File: src/hw/rtl/irpds_pkg.sv
`timescale 1ns / 1ps
`default_nettype none

package irpds_pkg;

    // item codes on the mode field
    typedef enum logic [1:0] {
        MODE_TICK  = 2'd0,
        MODE_WRITE = 2'd1,
        MODE_START = 2'd2
    } t_mode;

    localparam int unsigned CNT_W      = 13;
    localparam int unsigned UNIT_W     = 8;
    localparam int unsigned ENTRY_W    = 8;
    localparam int unsigned NIB_W      = 4;
    localparam int unsigned IDX_W      = 6;
    localparam logic [UNIT_W-1:0] UNIT_RESET = 8'd21;

    // register word index, taken from paddr[2]
    localparam logic REG_UNIT_TICKS = 1'b0;
    localparam int unsigned PADDR_W = 3;

    typedef struct packed {
        logic [CNT_W-1:0] mark;
        logic [CNT_W-1:0] period;
    } t_limits;

endpackage

`default_nettype wire

File: src/hw/rtl/irpds_limits.sv
`timescale 1ns / 1ps
`default_nettype none

// mark and period lengths in carrier ticks for one table entry
module irpds_limits (
    input  wire logic [irpds_pkg::ENTRY_W-1:0] i_entry,
    input  wire logic [irpds_pkg::UNIT_W-1:0]  i_unit,
    output irpds_pkg::t_limits                  o_limits
);

    localparam int unsigned CW = irpds_pkg::CNT_W;

    logic [irpds_pkg::NIB_W:0]   w_mark_units;
    logic [irpds_pkg::NIB_W:0]   w_space_units;
    logic [irpds_pkg::CNT_W-1:0] w_mark;
    logic [irpds_pkg::CNT_W-1:0] w_space;

    assign w_mark_units  = {1'b0, i_entry[7:4]} + 5'd1;
    assign w_space_units = {1'b0, i_entry[3:0]} + 5'd1;

    // 5 x 8 bits fits the 13-bit counter exactly
    assign w_mark  = CW'(w_mark_units) * CW'(i_unit);
    assign w_space = CW'(w_space_units) * CW'(i_unit);

    assign o_limits.mark   = w_mark;
    assign o_limits.period = w_mark + w_space;

endmodule

`default_nettype wire

File: src/hw/rtl/ir_pulse_distance_sequencer.sv
`timescale 1ns / 1ps
`default_nettype none

// Pulse-distance infrared sequencer (NEC transmitter style). Every input transfer yields
// exactly one result transfer, and the block takes one item per clock cycle: the result
// of an item is computed in the cycle it is accepted and lands in an output register, so
// o_ready stays high while that register is empty or being drained. Items are: a carrier
// tick (mode 0), a table write (mode 1, ignored while busy or past the table), and a
// start (mode 2, ignored while busy). The mark/space table is a TABLE_DEPTH x 8 memory
// with a registered read port; it is always read at the entry after the current one,
// so the next entry sits in the read register before its first possible use. Entries
// that were never written read back as garbage: load every entry from 1 up before a
// start. There is no clearing pass after reset. The base unit length (unit_ticks) is
// the only APB register, at byte address 0; write it only while the block is idle.
module ir_pulse_distance_sequencer #(
    parameter int unsigned TABLE_DEPTH = 34
) (
    input  wire logic                                i_clk,
    input  wire logic                                i_rst_n,

    // item channel
    input  wire logic                                i_valid,
    output      logic                                o_ready,
    input  wire logic [1:0]                          i_mode,
    input  wire logic [irpds_pkg::IDX_W-1:0]         i_entry_index,
    input  wire logic [irpds_pkg::ENTRY_W-1:0]       i_entry_value,

    // result channel
    output      logic                                o_valid,
    input  wire logic                                i_ready,
    output      logic                                o_carrier_on,
    output      logic                                o_busy_res,
    output      logic                                o_frame_done,

    // configuration
    input  wire logic                                psel,
    input  wire logic                                penable,
    input  wire logic                                pwrite,
    input  wire logic [irpds_pkg::PADDR_W-1:0]       paddr,
    input  wire logic [31:0]                         pwdata,
    output      logic [31:0]                         prdata,
    output      logic                                pready
);

    // memory address width and pointer width (pointer can hold TABLE_DEPTH itself)
    localparam int unsigned AW = $clog2(TABLE_DEPTH);
    localparam int unsigned PW = $clog2(TABLE_DEPTH + 1);
    localparam logic [PW:0] DEPTH_P = (PW + 1)'(TABLE_DEPTH);
    localparam logic [irpds_pkg::IDX_W:0] DEPTH_I = (irpds_pkg::IDX_W + 1)'(TABLE_DEPTH);
    localparam int unsigned CW = irpds_pkg::CNT_W;

    // timing table memory and its read register
    logic [irpds_pkg::ENTRY_W-1:0] r_table [0:TABLE_DEPTH-1];
    logic [irpds_pkg::ENTRY_W-1:0] r_rd_data;

    // sequencer state
    logic [irpds_pkg::UNIT_W-1:0] r_unit_ticks;
    logic [PW-1:0]                r_ptr,    n_ptr;
    logic [CW-1:0]                r_pass,   n_pass;
    logic [CW-1:0]                r_mark,   n_mark;
    logic [CW-1:0]                r_period, n_period;
    logic                         r_final,  n_final;
    logic                         r_gate,   n_gate;
    logic                         r_run,    n_run;

    // output register
    logic r_out_valid;
    logic r_out_carrier;
    logic r_out_busy;
    logic r_out_done;

    logic                 w_in_xfer;
    logic                 w_cfg_wr;
    logic                 w_we;
    logic                 w_done;
    logic [PW:0]          w_next_ptr;
    logic [AW-1:0]        w_rd_addr;
    irpds_pkg::t_limits   w_limits;

    // output register frees up when it is empty or drained this cycle
    assign o_ready   = !r_out_valid || i_ready;
    assign w_in_xfer = i_valid && o_ready;

    // the entry after the current one is what the next period boundary loads
    assign w_next_ptr = {1'b0, r_ptr} + (PW + 1)'(1);
    assign w_rd_addr  = (w_next_ptr < DEPTH_P) ? w_next_ptr[AW-1:0] : '0;

    irpds_limits u_limits (
        .i_entry  (r_rd_data),
        .i_unit   (r_unit_ticks),
        .o_limits (w_limits)
    );

    // next-state logic, in the order the sequencer defines it:
    // mark end (possibly frame end) first, then period boundary
    always_comb begin
        n_ptr    = r_ptr;
        n_pass   = r_pass;
        n_mark   = r_mark;
        n_period = r_period;
        n_final  = r_final;
        n_gate   = r_gate;
        n_run    = r_run;
        w_done   = 1'b0;
        w_we     = 1'b0;
        if (w_in_xfer) begin
            case (i_mode)
                irpds_pkg::MODE_TICK: begin
                    if (r_run) begin
                        n_pass = r_pass + CW'(1);
                        if (n_pass == r_mark) begin
                            n_gate = 1'b0;
                            if (r_final) begin
                                // frame end: back to idle, counters re-armed
                                n_run    = 1'b0;
                                n_pass   = '0;
                                n_ptr    = '0;
                                n_mark   = CW'(1);
                                n_period = CW'(1);
                                n_final  = 1'b0;
                                w_done   = 1'b1;
                            end
                        end
                        // after a frame end the pass count is zero and the period one,
                        // so no boundary can follow on the same tick
                        if (n_pass == n_period) begin
                            if (w_next_ptr < DEPTH_P) begin
                                n_mark   = w_limits.mark;
                                n_period = w_limits.period;
                            end else begin
                                // past the last entry: one closing mark of a single unit
                                n_final = 1'b1;
                                n_mark  = {{(CW - irpds_pkg::UNIT_W){1'b0}}, r_unit_ticks};
                            end
                            n_ptr  = w_next_ptr[PW-1:0];
                            n_pass = '0;
                            n_gate = 1'b1;
                        end
                    end
                end
                irpds_pkg::MODE_WRITE: begin
                    if (!r_run && ({1'b0, i_entry_index} < DEPTH_I)) begin
                        w_we = 1'b1;
                    end
                end
                irpds_pkg::MODE_START: begin
                    if (!r_run) begin
                        n_pass   = '0;
                        n_ptr    = '0;
                        n_mark   = CW'(1);
                        n_period = CW'(1);
                        n_final  = 1'b0;
                        n_gate   = 1'b0;
                        n_run    = 1'b1;
                    end
                end
                default: begin
                end
            endcase
        end
    end

    // table memory: one write port, one registered read port
    always_ff @(posedge i_clk) begin
        if (w_we) begin
            r_table[i_entry_index[AW-1:0]] <= i_entry_value;
        end
        r_rd_data <= r_table[w_rd_addr];
    end

    // sequencer state
    always_ff @(posedge i_clk) begin
        if (!i_rst_n) begin
            r_ptr    <= '0;
            r_pass   <= '0;
            r_mark   <= CW'(1);
            r_period <= CW'(1);
            r_final  <= 1'b0;
            r_gate   <= 1'b0;
            r_run    <= 1'b0;
        end else begin
            r_ptr    <= n_ptr;
            r_pass   <= n_pass;
            r_mark   <= n_mark;
            r_period <= n_period;
            r_final  <= n_final;
            r_gate   <= n_gate;
            r_run    <= n_run;
        end
    end

    // result register
    always_ff @(posedge i_clk) begin
        if (!i_rst_n) begin
            r_out_valid <= 1'b0;
        end else if (w_in_xfer) begin
            r_out_valid <= 1'b1;
        end else if (i_ready) begin
            r_out_valid <= 1'b0;
        end
    end

    always_ff @(posedge i_clk) begin
        if (w_in_xfer) begin
            r_out_carrier <= n_gate;
            r_out_busy    <= n_run;
            r_out_done    <= w_done;
        end
    end

    assign o_valid      = r_out_valid;
    assign o_carrier_on = r_out_carrier;
    assign o_busy_res   = r_out_busy;
    assign o_frame_done = r_out_done;

    // configuration port: zero wait states, byte lanes within the word ignored
    assign w_cfg_wr = psel && penable && pwrite && pready;
    assign pready   = 1'b1;

    always_ff @(posedge i_clk) begin
        if (!i_rst_n) begin
            r_unit_ticks <= irpds_pkg::UNIT_RESET;
        end else if (w_cfg_wr && (paddr[2] == irpds_pkg::REG_UNIT_TICKS)) begin
            r_unit_ticks <= pwdata[irpds_pkg::UNIT_W-1:0];
        end
    end

    assign prdata = (paddr[2] == irpds_pkg::REG_UNIT_TICKS)
                  ? {{(32 - irpds_pkg::UNIT_W){1'b0}}, r_unit_ticks} : 32'd0;

endmodule

`default_nettype wire

File: config.mk
export PLATFORM = sky130hd
export DESIGN_NAME = ir_pulse_distance_sequencer
export DESIGN_NICKNAME = d
export VERILOG_FILES = /design/src/hw/rtl/irpds_pkg.sv /design/src/hw/rtl/irpds_limits.sv /design/src/hw/rtl/ir_pulse_distance_sequencer.sv
export SDC_FILE = /design/constraint.sdc
export NUM_CORES = 1
export LEC_CHECK = 0
export ABC_AREA = 1
export BUFFER_PORTS_ARGS = -buffer_cell sky130_fd_sc_hd__buf_2
export CAP_MARGIN = 30
export CORE_AREA = 2 2 187 189
export CTS_CLUSTER_DIAMETER = 200
export DETAILED_ROUTE_END_ITERATION = 10
export DIE_AREA = 0 0 189 191
export PLACE_DENSITY_LB_ADDON = 0.3
export SETUP_SLACK_MARGIN = 0.05
export SYNTH_ARGS = -nofsm -noshare
export SYNTH_HDL_FRONTEND = slang
export SYNTH_SLANG_ARGS = --single-unit
File: constraint.sdc
create_clock -name i_clk -period 14 [get_ports i_clk]
set_input_delay 1.4 -clock i_clk [delete_from_list [all_inputs] [get_ports i_clk]]
set_output_delay 1.4 -clock i_clk [all_outputs]
set_load 0.05 [all_outputs]
==> reports/qor.yml, run 1 <==
status: "finished, final reports clean"
synth.area.top_cells: "edfxtp_1, nand2_1, dfxtp_1, nand3_1, fa_1"
fin_ws_ns: 6.723
nets: 2034
layout-drive-gt1-share_pct: 8.216
synth.area.mux_share_pct: 2.701
worstSetupEndpointType: "flop"
synth_area_um2: 18160
grtUsageTotal_pct: 24.33
cp.arrival_ns: 7.69
cts_buffers: 37
yosys_warnings: 0
fin_worst_skew_ns: 0.02915
min_to: "r_pass[12]"
cp.required_ns: 14.41
drc: 0
post_cts_resized: 0
grt_max_degree: 56
grt_pass1_wl_um: 68550
synth_commonest_cells: "nand2_1, edfxtp_1, nand3_1"
yosys.area_share.adder_pct: 8.283
die_h_um: 191
finalHoldViolations: 0
rows: 68
core_um2: 34120
cts-hold-fix-buffers: 0
hold_depth: 2
slew_headroom_pct: 32.46
die_w_um: 189
via_per_inst: 5.597
max_freq_mhz: 137.4
drt_pass1_iterations: 6
area_delta_synth_final_pct: 9.131
clk_latency_ns: 0.54
min-delay-start: "r_pass[12]"
gp_congestion: 0.8953
powerDensity_nw_per_um2: 181.0
yosysTopAreaCell: "edfxtp_1"
die-area_um2: 36100
seq_area_um2: 9559
synth-xor-area-share_pct: 1.502
r2r-start: "r_rd_data[4]"
multiInputGateArea_um2: 7448
vias: 13240
antenna_found_initial: 0
synth-edff-count: 275
wl_per_cell_um: 18.34
synth_top_area_share_pct: 45.48
ant_nets: 0
synthCells: 1870
grt_remaining_overflow: 0
maxSlewViolCount: 0
timing.rr.end: "r_period[12]"
critPathMaxStageDelay_ns: 0.51
synth-async-reset-ratio_pct: 0
syn_area_per_cell_um2: 9.710
synth_compound_area_share_pct: 7.435
place_hpwl_um: 28000
crit_type: "reg2reg"
rr_worst_depth: 29
synth-simple-area-share_pct: 20.47
hold_class: "reg2reg"
grt_pass1_vias: 12930
ys.flop_type: "edfxtp_1"
post_cts_buffers: 0
yosysMostFrequentCell: "nand2_1"
seq_area_frac_synth_pct: 52.65
ir_worst_vdd_mv: 0.2298
ios: 96
clock-sinks: 340
cts_tree: "built"
crit_slowest_cell: "fa_1"
reg2reg_slack_ns: 6.72
drtIter0Drc: 1077
cts-root-buf: "clkbuf_16"
clockBufferDepth: 3
portBuffers: 44
initial_core_util_pct: 53.22
setup_tns_ns: 0
antenna_cells: 0
period_share_pct: 51.98
tightest_slew_ns: 1.012
ys_ff_latch: 340
path_clk_slew_ns: 0.07
rsz0062_at_grt: "no"
htreeDepth: 2
setup_viol: 0
period_minus_slack_ns: 7.277
cp_max_fo: 8
synth_top_family_by_area: "simple AND/OR/NAND/NOR gates"
wl_um: 43390
drv_cap: 0
yosys.cell_types.count: 55
dp_slack_ns: 6.725
nFillCells: 2924
power_leakage_uw: 0.008119
start_kind: "flop"
[cell usage in the layout (no fill, tap or decap), types with 7 or more instances in the layout]
cell,instances
a21oi_1,69
buf_2,44
buf_4,14
clkbuf_16,38
clkinv_1,15
conb_1,25
dfxtp_1,65
edfxtp_1,275
fa_1,47
ha_1,45
inv_1,178
mux2i_1,49
nand2_1,379
nand2_2,9
nand3_1,211
nand4_1,14
nor2_1,190
nor2_2,11
o211ai_1,7
o21ai_0,49
o21bai_1,11
o221ai_1,22
o22ai_1,15
o31ai_1,23
xnor2_1,9
xor2_1,16
[how the worst max path moves through the flow]
stage                     cells past startpoint          from            to  slack, ns
after detailed placement                     29  r_rd_data[4]  r_period[12]       6.72
after CTS                                    29  r_rd_data[4]  r_period[12]       6.71
final                                        29  r_rd_data[4]  r_period[12]       6.72
after global placement                       29  r_rd_data[4]  r_period[12]       6.80
after floorplan                              29  r_rd_data[4]  r_period[12]       7.48
after global routing                         29  r_rd_data[4]  r_period[12]       6.17
[cell type report]
class,instances,share of cell area (%)
multi-input combinational,1259,37.59
clock buffer,43,4.894
clock inverter,23,1.200
sequential,340,48.24
tap,455,2.873
timing repair buffer,58,1.642
inverter,188,3.561
[through the flow]
step	power [µW]	hold WS (ns)	instance area (µm²)	utilization, %	instances
global route	3858	0.5264	19820	58.08	2366
global placement	2596	0.4695	18600	54.52	2299
floorplan	2333	0.4485	18240	-	1893
CTS	3610	0.4876	19810	58.06	2365
finish	3586	0.4903	19820	58.08	2366
detailed placement	2628	0.4774	18600	54.52	2299
[power by group]
part,switching [µW],internal (µW)
Combinational,894,596
Sequential,15.6,1110
Clock,402,574
Total,1310,2270
[routing by layer]
layer / wire [µm] / global-route usage, %
met4: 1011 / 7.091
met5: 0 / 0
met2: 21830 / 43.32
met1: 17820 / 31.08
met3: 2723 / 3.231
[flip-flops by register name, summed over array words and instances (netlist names)]
| name | flops |
|---|---|
| o_valid | 1 |
| r_gate | 1 |
| r_period | 13 |
| o_carrier_on | 1 |
| r_table | 272 |
| r_rd_data | 8 |
| r_final | 1 |
| r_mark | 13 |
| r_ptr | 6 |
| r_run | 1 |
| r_pass | 13 |
| r_unit_ticks | 8 |
| o_busy_res | 1 |
| o_frame_done | 1 |
[critical path: cells and delay by family (launching register included)]
| family | cells | cell delay, ns |
|---|---|---|
| buffers and inverters | 6 | 0.49 |
| adders and majority gates | 9 | 3.74 |
| and+or+nand+nor | 5 | 0.52 |
| DFF | 1 | 0.49 |
| xor gates and xnor gates | 4 | 0.95 |
| AOI/OAI and AO/OA | 5 | 0.91 |
[kinds of logic (layout without fill, tap and decap cells)]
kind of cell    count (synthesis)  count (layout)
compound gates                215             215
xor+xnor                       28              28
buf+inv                       294             312
mux                            49              49
flops                         340             340
other cells                     2              25
fa+ha+maj                      92              92
simple gates                  850             850
Note: power is estimated with default switching activity, not from simulation.
==> run 2: changes to the inputs <==
- ABC_AREA: 1 -> 0
- CORE_AREA: 2 2 187 189 -> 2 2 184 186
- DIE_AREA: 0 0 189 191 -> 0 0 186 188
- clock period: 14 -> 6.15 ns (I/O delays scaled with it)
==> run 2 against run 1 <==
  * Sequential power increased by 120%
  * Utilization increased by 1.9 points
  * Total power increased by 50%
  * Routed wire length decreased by 4.6%
  * Worst hold slack got worse by 0.19 ns
  * Synthesized area decreased by 3.3%
  * Synthesized cell count decreased by 22%
  * Flip-flop and latch count unchanged
  * Sequential share of layout area decreased by 0.065 points
  * Clock power increased by 120%
==> reports/qor.yml, run 2 <==
htreeDepth: 2  # unchanged
finalHoldViolations: 0  # unchanged
initial_core_util_pct: 53.00  # was 53.22%
yosysTopAreaCell: "edfxtp_1"  # unchanged
worstSetupEndpointType: "flop"  # unchanged
yosys.cell_types.count: 77  # was 55
yosys_warnings: 0  # unchanged
synth_commonest_cells: "edfxtp_1, nand2_1, inv_1"  # was nand2_1, edfxtp_1, nand3_1
synth-edff-count: 275  # unchanged
cts_tree: "built"  # unchanged
clock-sinks: 340  # unchanged
cp_max_fo: 4  # was 8
crit_chain: "ha_4, and3_1, and2_1, fa_1, fa_1, inv_1, fa_1, inv_1, ha_4, inv_1, o21bai_1, a21oi_2, xor2_2, fa_1, fa_1, fa_1, inv_1, ha_2, or3_4, a311oi_4, nor3_1, nand3b_1, xnor2_1, o2bb2ai_1"
path_clk_slew_ns: 0.06  # was 0.07 ns
hold_class: "in2reg"  # was reg2reg
power.switching_uw: 1332  # was 1311 µW
clock_power_share_pct: 39.5  # was 27.2%
critPathMaxStageDelay_ns: 0.49  # was 0.51 ns
dp_slack_ns: -0.2232  # was 6.725 ns
status: "finished, final reports clean"  # unchanged
tightest_slew_ns: 0.9376  # was 1.012 ns
cts-root-buf: "clkbuf_16"  # unchanged
via_per_inst: 5.902  # was 5.597
cts_buffers: 37  # unchanged
synth_top_area_share_pct: 47.06  # was 45.48%
core_um2: 33110  # was 34120 µm²
synthCells: 1465  # was 1870
drtIter0Drc: 938  # was 1077
gp_congestion: 0.8528  # was 0.8953
antenna_cells: 0  # unchanged
period_minus_slack_ns: 6.087  # was 7.277 ns
wl_um: 41380  # was 43390 µm
r2r-start: "r_rd_data[4]"  # unchanged
powerDensity_nw_per_um2: 270.0  # was 181.0 nW/µm²
period_share_pct: 98.98  # was 51.98%
grt_remaining_overflow: 0  # unchanged
largest_reg_flops: 272  # unchanged
synth-async-reset-ratio_pct: 0  # unchanged
syn_area_per_cell_um2: 11.98  # was 9.710 µm²
grt_max_degree: 66  # was 56
die_w_um: 186  # was 189 µm
setup_viol: 0  # unchanged
rsz0062_at_grt: "yes"  # was no
cp.arrival_ns: 6.55  # was 7.69 ns
max_freq_mhz: 164.3  # was 137.4 MHz
grt_pass1_wl_um: 64230  # was 68550 µm
die_h_um: 188  # was 191 µm
crit_path_start: "r_rd_data[4]"  # unchanged
portBuffers: 44  # unchanged
min-delay-start: "pwdata[4]"  # was r_pass[12]
yosysMostFrequentCell: "edfxtp_1"  # was nand2_1
power_leakage_uw: 0.007175  # was 0.008119 µW
final_common_cell: "edfxtp_1"  # was nand2_1
antenna_found_initial: 0  # unchanged
p_int_uw: 4032  # was 2274 µW
setup_tns_ns: 0  # unchanged
synth.area.top_cells: "edfxtp_1, dfxtp_1, fa_1, mux2i_1, ha_1"  # was edfxtp_1, nand2_1, dfxtp_1, nand3_1, fa_1
seq_area_frac_synth_pct: 54.47  # was 52.65%
fin_ws_ns: 0.06257  # was 6.723 ns
layout-drive-gt1-share_pct: 15.42  # was 8.216%
maxSlewViolCount: 0  # unchanged
drc: 0  # unchanged
slew_headroom_pct: 37.26  # was 32.46%
grt_pass1_vias: 11700  # was 12930
ys_ff_latch: 340  # unchanged
power_frac_seq_pct: 46.6  # was 31.3%
fin_worst_skew_ns: 0.02481  # was 0.02915 ns
place_hpwl_um: 27060  # was 28000 µm
ant_nets: 0  # unchanged
rows: 67  # was 68
ios: 96  # unchanged
ir_worst_vdd_mv: 0.2842  # was 0.2298 mV
combPwrFrac_pct: 13.9  # was 41.5%
start_kind: "flop"  # unchanged
drt_pass1_iterations: 5  # was 6
crit_slowest_cell: "fa_1"  # unchanged
wl_per_cell_um: 20.58  # was 18.34 µm
synth_area_um2: 17550  # was 18160 µm²
final_cell_mix: "edfxtp_1, nand2_1, inv_1"  # was nand2_1, edfxtp_1, nand3_1
grtUsageTotal_pct: 24.00  # was 24.33%
clockBufferDepth: 3  # unchanged
drv_cap: 0  # unchanged
nets: 1686  # was 2034
cp.required_ns: 6.62  # was 14.41 ns
critPathMostFrequentCell: "fa_1"
ys.flop_type: "edfxtp_1"  # unchanged
vias: 11870  # was 13240
clk_latency_ns: 0.54  # about the same
crit_type: "reg2reg"  # unchanged
die-area_um2: 34970  # was 36100 µm²
swShare_pct: 24.83  # was 36.57%
area_delta_synth_final_pct: 13.18  # was 9.131%
run 2: changes by cell type in the layout (fill, tap and decap cells not counted), sizes merged, moves of 32 or more:
cell | previous run | this run
nand3 | 217 | 36
o21ai | 51 | 19
inv | 185 | 93
buf | 58 | 109
and2 | 1 | 45
nand2 | 389 | 122
nor2 | 208 | 78
run 2: metrics by stage:
step           total power, µW  util [%]  instance area (µm²)  hold WS (ns)  cells
3_5_place_dp              3160     55.75                18460        0.4549   1937
6_report                  5363     59.98                19860        0.2973   2011
3_3_place_gp              3144     55.71                18450        0.4494   1936
2_1_floorplan             2948         -                17720        0.4341   1488
5_1_grt                   5556     59.98                19860        0.3168   2011
4_1_cts                   5320     59.64                19750        0.2788   2010
run 2: kinds of logic after synthesis:
logic type	after synthesis	share of synthesized area (%)
and+or+nand+nor	404	11.59
DFF	340	54.47
AOI/OAI and AO/OA	296	11.84
buffers and inverters	191	4.848
adders and majority gates	92	8.570
muxes	88	5.590
xor gates and xnor gates	52	3.044
other	2	0.04279
run 2: area by class of cell:
cell class	instances	area, µm²
Clock buffer	42	947.2
Tap cell	448	560.5
Sequential cell	340	9569
Inverter	91	341.6
Clock inverter	24	214.0
Fill cell	2639	13250
Multi-Input combinational cell	957	7511
Timing Repair Buffer	109	719.4
run 2: worst paths after layout:
check | to | slack [ns] | depth (start not counted)
hold reg to reg | r_period[0] | 0.46 | 2
hold / removal | r_unit_ticks[4] | 0.30 | 3
setup / recovery | r_period[12] | 0.06 | 24
setup reg to reg | r_period[12] | 0.06 | 24
run 2: timing repair:
action | CTS | global route
resized for setup | 16 | 19
setup buffers | 7 | 1
endpoints found under the setup margin | 5 | 5
pin swaps | 13 | 10
gates cloned | 0 | 0
hold buffers | 0 | 0
run 2: per-layer routing:
layer  share of wire, %  up-vias  global-route usage (%)  wire length [µm]
li1                   -     5498                       -                 -
met1                 41     5829                   31.63             16900
met5                  0        -                       0                 0
met2                 50      452                   41.04             20700
met3                6.1       89                   3.069              2538
met4                3.0        0                   7.995              1242
run 2: power groups by stage:
stage                     registers (µW)  logic [µW]  clock network [µW]
after floorplan                     2550         399                   0
after global placement              2550         596                   0
after detailed placement            2550         612                   0
after CTS                           2500         668                2150
after global routing                2500         815                2240
final                               2500         747                2120
run 2: worst max-delay path: cells and delay by family (launching register included):
kind	cells	cell delay, ns
flops	1	0.36
compound gates	4	0.64
simple gates	5	1.04
buf+inv	4	0.19
fa+ha+maj	9	3.47
xor+xnor	2	0.32
